## src/design/hse_pkg.sv

```systemverilog
// Huffman stream encoder package: action codes, register indexes, FSM states
// and the command/status structs between controller and datapath.
// No dependencies.
package hse_pkg;

    // Input actions
    typedef enum logic [1:0] {
        ACT_LOAD   = 2'd0,
        ACT_ENCODE = 2'd1,
        ACT_FINISH = 2'd2
    } action_t;

    // Configuration register indexes
    localparam logic [0:0] REG_END_BITS = 1'b0;
    localparam logic [0:0] REG_END_LEN  = 1'b1;

    // Controller states
    typedef enum logic [1:0] {
        ST_IDLE,
        ST_LOOKUP,
        ST_RUN,
        ST_PAD
    } state_t;

    // Controller -> datapath commands
    typedef struct packed {
        logic tbl_write;   // store a table entry
        logic tbl_read;    // read a table entry
        logic load_entry;  // align table code into the shifter
        logic load_end;    // align end code into the shifter
        logic emit;        // send one full byte
        logic absorb;      // move leftover code bits into pending bits
        logic pad;         // send padded final byte and clear
        logic finish;      // current transaction is a finish
    } hse_cmd_t;

    // Datapath -> controller status
    typedef struct packed {
        logic avail_ge8;   // at least one full byte available
        logic avail_nz;    // any bits available
        logic out_free;    // output register can take a byte
    } hse_status_t;

endpackage

```

## src/design/hse_ctrl.sv

```systemverilog
// Huffman stream encoder controller: sequences lookup, byte emission,
// absorb and padding. Depends on hse_pkg.
module hse_ctrl
(
    input  logic                clk,
    input  logic                rst_n,
    input  logic                in_valid,
    output logic                in_ready,
    input  logic [1:0]          action,
    input  hse_pkg::hse_status_t st,
    output hse_pkg::hse_cmd_t    cmd
);

    hse_pkg::state_t state_reg;
    hse_pkg::state_t state_next;
    logic            fin_reg;
    logic            fin_next;
    logic            accept;

    assign accept = in_valid && in_ready;

    // State and finish flag registers
    always_ff @(posedge clk or negedge rst_n)
    begin
        if (!rst_n)
        begin
            state_reg <= hse_pkg::ST_IDLE;
            fin_reg   <= 1'b0;
        end
        else
        begin
            state_reg <= state_next;
            fin_reg   <= fin_next;
        end
    end

    // Next state
    always_comb
    begin
        state_next = state_reg;
        fin_next   = fin_reg;
        unique case (state_reg)
            hse_pkg::ST_IDLE:
            begin
                if (in_valid)
                begin
                    fin_next = (action == hse_pkg::ACT_FINISH);
                    if (action == hse_pkg::ACT_ENCODE)
                        state_next = hse_pkg::ST_LOOKUP;
                    else if (action == hse_pkg::ACT_FINISH)
                        state_next = hse_pkg::ST_RUN;
                end
            end
            hse_pkg::ST_LOOKUP:
                state_next = hse_pkg::ST_RUN;
            hse_pkg::ST_RUN:
            begin
                if (!st.avail_ge8)
                begin
                    if (fin_reg && st.avail_nz)
                        state_next = hse_pkg::ST_PAD;
                    else
                        state_next = hse_pkg::ST_IDLE;
                end
            end
            hse_pkg::ST_PAD:
            begin
                if (st.out_free)
                    state_next = hse_pkg::ST_IDLE;
            end
            default:
                state_next = hse_pkg::ST_IDLE;
        endcase
    end

    // Outputs
    always_comb
    begin
        in_ready       = 1'b0;
        cmd            = '0;
        cmd.finish     = fin_reg;
        unique case (state_reg)
            hse_pkg::ST_IDLE:
            begin
                in_ready      = 1'b1;
                cmd.tbl_write = accept && (action == hse_pkg::ACT_LOAD);
                cmd.tbl_read  = accept && (action == hse_pkg::ACT_ENCODE);
                cmd.load_end  = accept && (action == hse_pkg::ACT_FINISH);
            end
            hse_pkg::ST_LOOKUP:
                cmd.load_entry = 1'b1;
            hse_pkg::ST_RUN:
            begin
                cmd.emit   = st.avail_ge8 && st.out_free;
                cmd.absorb = !st.avail_ge8;
            end
            hse_pkg::ST_PAD:
                cmd.pad = st.out_free;
            default:
                in_ready = 1'b0;
        endcase
    end

`ifndef ASSERT_OFF
    // An accepted encode always goes through a table lookup
    assert property (@(posedge clk) disable iff (!rst_n)
        (accept && action == hse_pkg::ACT_ENCODE) |=> state_reg == hse_pkg::ST_LOOKUP)
        else $error("encode did not enter lookup");

    // Padding belongs to finish transactions only
    assert property (@(posedge clk) disable iff (!rst_n)
        (state_reg == hse_pkg::ST_PAD) |-> fin_reg)
        else $error("pad state outside finish");

    // Lookup always moves on to run
    assert property (@(posedge clk) disable iff (!rst_n)
        (state_reg == hse_pkg::ST_LOOKUP) |=> (state_reg == hse_pkg::ST_RUN))
        else $error("lookup did not move on to run");
`endif

endmodule

```

## config.mk

```make
export PLATFORM = sky130hd
export DESIGN_NAME = hse_ctrl
export DESIGN_NICKNAME = d
export VERILOG_FILES = /design/src/design/hse_pkg.sv /design/src/design/hse_ctrl.sv
export SDC_FILE = /design/constraint.sdc
export NUM_CORES = 1
export LEC_CHECK = 0
export BUFFER_PORTS_ARGS = -buffer_cell sky130_fd_sc_hd__clkbuf_2
export CAP_MARGIN = 20
export CORE_AREA = 2 2 39 41
export CTS_CLUSTER_SIZE = 28
export DETAILED_ROUTE_END_ITERATION = 7
export DIE_AREA = 0 0 41 43
export PLACE_DENSITY = 0.54
export SLEW_MARGIN = 20
export SYNTH_ARGS = -nofsm -noshare
export SYNTH_HDL_FRONTEND = slang
export SYNTH_SLANG_ARGS = --single-unit
```

## constraint.sdc

```tcl
create_clock -name clk -period 2 [get_ports clk]
set_input_delay 0 -clock clk [delete_from_list [all_inputs] [get_ports clk]]
set_output_delay 0 -clock clk [all_outputs]
set_load 0.01 [all_outputs]
```

# Word-level counts from Yosys, hierarchy flattened
# Cells that the tools add are included.
[word_totals]
reg_bits = 3
wordCells = 35
out_inout_bits = 9
[classes]
eq_ne = 9
reduce_logical = 11
n_mux = 13
[op_table]
columns = ["operator", "n"]
rows = [
  ["$mux 2", 8],
  ["$pmux 2 s4", 1],
  ["$eq 2x2->1 const B", 3],
  ["$logic_and 1x1->1", 6],
  ["$ne 2x2->1 const B", 3],
  ["$eq 2x1->1 const B", 2],
  ["$logic_not 2->1", 2],
  ["$mux 1", 4],
  ["$reduce_and 4->1", 1],
  ["$ne 3x3->1 const B", 1],
  ["$reduce_and 2->1", 1],
  ["$logic_not 1->1", 1],
]

# Depth between registers and ports, before layout
# Gate-level depths: netlist (run 1).
[logic_depth]
word_depth = 5
mapped_depth = 4

# Worst setup path after synthesis (run 1)
# OpenSTA, ideal clock, no wires.
[synth_timing]
path_type = "register to register"
start = "reg state_reg[0]"
end = "reg fin_reg"
setup_ns = 0.064
slack_ns = 0.950
required_time_ns = 1.936
path_stages_with_launch = 4
arrival_ns = 0.986
path_buffers = 0
cell_sequence = "dfrtp_1 -> nor2_2 -> and3_4 -> a21o_1"
[synth_via]
elab_chain_cells = 2
[synth_rtl]
columns = ["item", "line_no", "text"]
rows = [
  ["from (decl)", "hse_ctrl.sv:14", "hse_pkg::state_t state_reg;"],
  ["from (signal assigned)", "hse_ctrl.sv:27", "state_reg <= hse_pkg::ST_IDLE;"],
  ["from (signal assigned)", "hse_ctrl.sv:32", "state_reg <= state_next;"],
  ["$logic_not 2->1", "hse_ctrl.sv:42", "unique case (state_reg)"],
  ["$reduce_and 2->1 (no source line)", "-", ""],
  ["to (signal assigned)", "hse_ctrl.sv:33", "fin_reg <= fin_next;"],
  ["to (decl)", "hse_ctrl.sv:16", "logic fin_reg;"],
]
# No other way between the ends.
# A chain may end at the register's enable or synchronous reset.

==> impl_metrics.ini, run 1 <==
[layout]
largest_reg_flops = 2
syn2layout_area_growth_pct = 50.2
postLayoutCoreUtil_pct = 27.8
num-fill-cells = 154
layout.nets = 60
final_cells = 64
drive_gt1_share_pct = 50.0
diodes = 0

[critical_path]
cell_count_of_the_worst_reg_to_reg_path = 3
cpPeakStageDelay_ns = 0.43
end_kind = primary output
worstPathMaxFanout = 7
cell_chain_of_the_critical_path = nor2_2 > and3_4 > clkbuf_2
r2r_start = state_reg[0]
worst_setup_path_startpoint = state_reg[0]
slowest_stage = sky130_fd_sc_hd__dfrtp_1
cp_data_arrival_time_ns = 1.27
worst_setup_path_start_kind = register
worstSetupPathType = reg2out
worst-endpoint-required_ns = 2.00

[timing]
achievable-frequency_ghz = 0.788
setup_slack_ns = 0.731
hold_viol = 0
final.setup_skew_ns = 0.00174
setup_tns_final_ns = 0
fin_crit_sh_pct = 63.4
worst_slew_margin_relative_to_its_limit_pct = 83.4
period_needed_ns = 1.27
final_max_slew_viol_count = 0
setup-violations-final = 0
setup_repair_after_global_routing_missed_its_margin = no
worst_slew_pin_slew_ns = 0.248

[global_routing]
grt_util_all_layers_pct = 8.23
first_pass_grt_wire_length_um = 972
first_global_vias = 244
grt_antenna_before_repair = 0
grt_remaining_overflow = 0
grt_max_degree = 8

[clocking]
cts_resized = 0
path_clk_slew_ns = 0.04
clk_path_buf_depth = 2
tritoncts_clock_tree = built
cts.repair_timing.setup_buffer_count = 0
insertion_delay_ns = 0.23
h-tree-depth = 1
cts-buffers-inserted = 3
numClockSinks = 3
clock_tree.root_cell = sky130_fd_sc_hd__clkbuf_4

[drt]
drt_pass1_iterations = 2
drt-total-wl_um = 606
ant_nets = 0
vias_per_cell = 4.09
drc_errors = 0
wl_per_cell_um = 9.47
drt_iter0_markers = 1
route.vias.total = 262

[yosys]
yosysSeqAreaShare_pct = 29.3
warning_count_from_the_yosys_run = 0
synth_cell_type_count = 19
synthDominantCellAreaShare_pct = 29.3
postSynthNetCount = 39
post_synth.cell_area_avg_um2 = 9.16
largest_area_contributor_in_the_netlist = sky130_fd_sc_hd__dfrtp_1
top_area_cells_in_the_synthesized_netlist = sky130_fd_sc_hd__dfrtp_1 (29%), sky130_fd_sc_hd__ha_1 (15%), sky130_fd_sc_hd__mux2_4 (5.9%)
synthCells = 28
synth.cell_area_um2 = 256
synth_seq_cells = 3

[worst_hold_path]
hold_path_class = in2reg
min_from = st[2]
whs_path_depth = 3

[die]
io-pin-count = 17
floorplan.initialDensity_pct = 18.5
rows = 14
die_width_um = 41
floorplan.die_area_mm2 = 0.00176
core_mm2 = 0.00138
die_height_um = 43

[power]
leakagePower_nw = 0.223
report.power.total_w = 0.000377
peakVddDrop_mv = 0.339
power_per_cell_area_mw_per_mm2 = 979

[status]
outcome = finished, final reports clean

[placement]
hpwl_um = 463
dpl_worst_slack_ns = 0.938
io_buffers = 16
gp_congestion = 0.671
place.detailed.instances = 59

[job]
timing.max_cap.violations = 0
==> final timing paths <==
kind | end | slack [ns]
setup / recovery | cmd[4] | 0.73
hold / removal | state_reg[1] | 0.09
setup reg to reg | fin_reg | 0.94
hold reg to reg | fin_reg | 0.53
max in group asynchronous | state_reg[0] | 1.79
min in group asynchronous | fin_reg | 0.10
==> per-layer routing <==
layer,share of wire (%),vias up,track usage [%]
li1,-,135,-
met1,48,113,11.3
met2,40,14,10.0
met3,12,0,3.14
met4,0,0,6.00
met5,0,-,0
==> through the flow <==
stage | hold slack [ns] | area [um2]
2_1_floorplan | -0.296 | 256
3_3_place_gp | -0.197 | 349
3_5_place_dp | -0.196 | 349
4_1_cts | 0.0801 | 385
5_1_grt | 0.0868 | 385
6_report | 0.0867 | 385
==> worst max-delay path, delay by kind of cell, from the launching register on <==
kind	cells	cell delay [ns]
flops	1	0.43
simple gates	2	0.49
buf+inv	1	0.12
==> layout by cell type (no fill, tap or decap) <==
master                          Yosys  layout
sky130_fd_sc_hd__and3_2             1       1
sky130_fd_sc_hd__clkbuf_1           0       1
sky130_fd_sc_hd__nand3b_1           1       1
sky130_fd_sc_hd__dlygate4sd3_1      0       1
sky130_fd_sc_hd__nor2_1             1       1
sky130_fd_sc_hd__inv_1              2       2
sky130_fd_sc_hd__ha_1               3       3
sky130_fd_sc_hd__nor2b_1            1       1
sky130_fd_sc_hd__clkbuf_4           0       3
sky130_fd_sc_hd__a32oi_1            1       1
sky130_fd_sc_hd__clkbuf_2           0      16
sky130_fd_sc_hd__dfrtp_1            3       3
sky130_fd_sc_hd__nand4_1            1       1
sky130_fd_sc_hd__and3_1             2       2
sky130_fd_sc_hd__nand2_1            4       4
sky130_fd_sc_hd__nand2b_2           1       1
sky130_fd_sc_hd__nor2_2             1       1
sky130_fd_sc_hd__mux2_4             1       1
sky130_fd_sc_hd__and3_4             1       1
sky130_fd_sc_hd__nor3b_1            1       1
sky130_fd_sc_hd__o21ai_1            1       1
sky130_fd_sc_hd__a21o_1             1       1
==> report_power, final <==
group          total (W)  internal (W)  switching (W)  leakage, nW
Combinational   0.000155     0.0000750      0.0000803        0.170
Sequential      0.000116     0.0000834      0.0000329       0.0386
Clock           0.000106     0.0000747      0.0000308       0.0150
Total           0.000377      0.000233       0.000144        0.223
==> synth_stat cells <==
library cell	n
sky130_fd_sc_hd__dfrtp_1	3
sky130_fd_sc_hd__and3_2	1
sky130_fd_sc_hd__nand2_1	4
sky130_fd_sc_hd__nor2_1	1
sky130_fd_sc_hd__nand2b_2	1
sky130_fd_sc_hd__o21ai_1	1
sky130_fd_sc_hd__a21o_1	1
sky130_fd_sc_hd__a32oi_1	1
sky130_fd_sc_hd__nand4_1	1
sky130_fd_sc_hd__nor2_2	1
sky130_fd_sc_hd__nor3b_1	1
sky130_fd_sc_hd__and3_1	2
sky130_fd_sc_hd__ha_1	3
sky130_fd_sc_hd__buf_4	1
sky130_fd_sc_hd__inv_1	2
sky130_fd_sc_hd__nand3b_1	1
sky130_fd_sc_hd__nor2b_1	1
sky130_fd_sc_hd__and3_4	1
sky130_fd_sc_hd__mux2_4	1
==> area by class of cell <==
cell class | instances | area, um2 | share of cell area [%]
Sequential cell | 3 | 75.1 | 19.5
Inverter | 2 | 7.51 | 1.95
Timing Repair Buffer | 17 | 90.1 | 23.4
Tap cell | 16 | 20.0 | 5.19
Multi-Input combinational cell | 22 | 166 | 43.2
Clock buffer | 4 | 26.3 | 6.82
==> kinds of logic (layout without fill, tap and decap cells) <==
kind of cell    count (synthesis)  count (layout)  synth area share, %
mux                             1               1                 5.85
simple gates                   15              15                 36.1
compound gates                  3               3                 8.29
buf+inv                         3              23                 5.86
fa+ha+maj                       3               3                 14.6
flops                           3               3                 29.3
==> repair_timing <==
| action | in CTS | in global routing |
|---|---|---|
| hold buffers | 1 | 0 |
| endpoints found under the hold margin | 3 | 0 |
| endpoints found under the setup margin | 0 | 0 |
Note: power is estimated with default switching activity, not from simulation.
==> run 2: changes to the inputs <==
- PLACE_DENSITY: 0.54 -> 0.56
- clock period: 2 -> 1.1 ns (I/O delays scaled with it)
==> impl_metrics.ini, run 2 (synthesis gave the netlist of run 1 again) <==
[status]
outcome = finished, violations left
violations_in_the_final_reports = negative setup slack

[drt]
vias_per_cell = 4.03
drt-total-wl_um = 634
drt_pass1_iterations = 2
wl_per_cell_um = 8.81
drt_iter0_markers = 4
ant_nets = 0
drc_errors = 0
route.vias.total = 290

[die]
rows = 14
die_width_um = 41
floorplan.die_area_mm2 = 0.00176
die_height_um = 43
floorplan.initialDensity_pct = 18.5
io-pin-count = 17
core_mm2 = 0.00138

[clocking]
clock_tree.root_cell = sky130_fd_sc_hd__clkbuf_4
clk_path_buf_depth = 2
path_clk_slew_ns = 0.04
numClockSinks = 3
tritoncts_clock_tree = built
cts-buffers-inserted = 3
insertion_delay_ns = 0.23
h-tree-depth = 1

[critical_path]
slowest_stage = sky130_fd_sc_hd__dfrtp_2
cpPeakStageDelay_ns = 0.43
cell_count_of_the_worst_reg_to_reg_path = 3
cp_data_arrival_time_ns = 1.15
cell_chain_of_the_critical_path = nor2_4 > and3_4 > buf_6
worst_setup_path_start_kind = register
worst-r2r-setup-slack_ns = -0.01
worst-endpoint-required_ns = 1.10
worstSetupPathType = reg2out
worstPathMaxFanout = 7
end_kind = primary output

[layout]
drive_gt1_share_pct = 62.5
layout.nets = 68
syn2layout_area_growth_pct = 89.8
most_common_cell_after_layout_fill_and_taps_aside = sky130_fd_sc_hd__clkbuf_2
most-common-layout-cells = sky130_fd_sc_hd__clkbuf_2 (13), sky130_fd_sc_hd__buf_4 (7), sky130_fd_sc_hd__nand2_1 (4), sky130_fd_sc_hd__buf_6 (4)
layout.cell_area.non_filler_um2 = 487
largest_reg_flops = 2
diodes = 0
postLayoutCoreUtil_pct = 35.2

[global_routing]
grt_max_degree = 8
first_pass_grt_wire_length_um = 986
grt_util_all_layers_pct = 8.53
grt_remaining_overflow = 0
grt_antenna_before_repair = 0
first_global_vias = 264

[power]
power.internal_w = 0.000586
switching_share_pct = 34.5
power_per_cell_area_mw_per_mm2 = 1840
leakagePower_nw = 0.268
peakVddDrop_mv = 0.838
net-switching-power_w = 0.000309
power.clock.fraction_pct = 21.4
comb_power_share_pct = 57.2
seq_power_share_pct = 21.4

[timing]
final.hold.worst_slack_ns = 0.0798
setup_repair_after_global_routing_missed_its_margin = yes
final.setup_skew_ns = 0.00343
period_needed_ns = 1.15
setup_slack_ns = -0.0485
worst_slew_pin_slew_ns = 0.163
fin_crit_sh_pct = 104
setup-violations-final = 4
hold_viol = 0
setup_tns_final_ns = -0.134
final_max_slew_viol_count = 0
achievable-frequency_ghz = 0.871
worst_slew_margin_relative_to_its_limit_pct = 89.1

[worst_hold_path]
whs_path_depth = 3
hold_path_class = in2reg

[placement]
placed_area_um2 = 364
gp_congestion = 0.664
io_buffers = 16

[job]
timing.max_cap.violations = 0
==> run 2: power groups by stage <==
stage | registers, W | logic (W) | clock network (W)
final | 0.000191 | 0.000512 | 0.000191
after detailed placement | 0.000183 | 0.000364 | 0
after global placement | 0.000182 | 0.000363 | 0
after global routing | 0.000199 | 0.000565 | 0.000208
after floorplan | 0.000196 | 0.000203 | 0
after CTS | 0.000189 | 0.000432 | 0.000204
==> run 2: through the flow <==
step	setup slack [ns]	power [W]	std cells
5_1_grt	-0.0863	0.000972	72
6_report	-0.0485	0.000895	72
4_1_cts	-0.0556	0.000824	70
3_3_place_gp	0.0455	0.000544	61
2_1_floorplan	0.0498	0.000399	28
3_5_place_dp	0.0370	0.000547	61
==> run 2: worst max-delay path, delay by kind of cell, from the launching register on <==
family	cells	cell delay, ns
flops	1	0.43
simple gates	2	0.39
buf+inv	1	0.10
==> run 2: final timing paths <==
check / start / to
worst max-delay path: state_reg[0] / cmd[4]
worst min-delay path: st[2] / state_reg[1]
worst max register to register: state_reg[0] / state_reg[1]
worst min register to register: fin_reg / fin_reg
max in group asynchronous: rst_n / state_reg[0]
min in group asynchronous: rst_n / fin_reg
==> run 2: what timing repair did <==
item	CTS	global route
setup buffers	4	2
resized for setup	2	10
endpoints found under the hold margin	3	0
endpoints found under the setup margin	5	10
hold buffers	1	0
pin swaps	5	5
==> run 2: area by class of cell <==
cell class | count | area (um2)
multi-input combinational | 22 | 184
timing repair buffer | 25 | 173
sequential | 3 | 76.3
fill | 147 | 897
inverter | 2 | 7.51
tap | 16 | 20.0
clock buffer | 4 | 26.3
==> run 2: routing by layer <==
layer	vias to the layer above	wire length, um	track usage, %
li1	152	-	-
met1	124	281	9.97
met2	14	285	11.3
met3	0	67	3.14
met4	0	0	8.00
met5	-	0	0
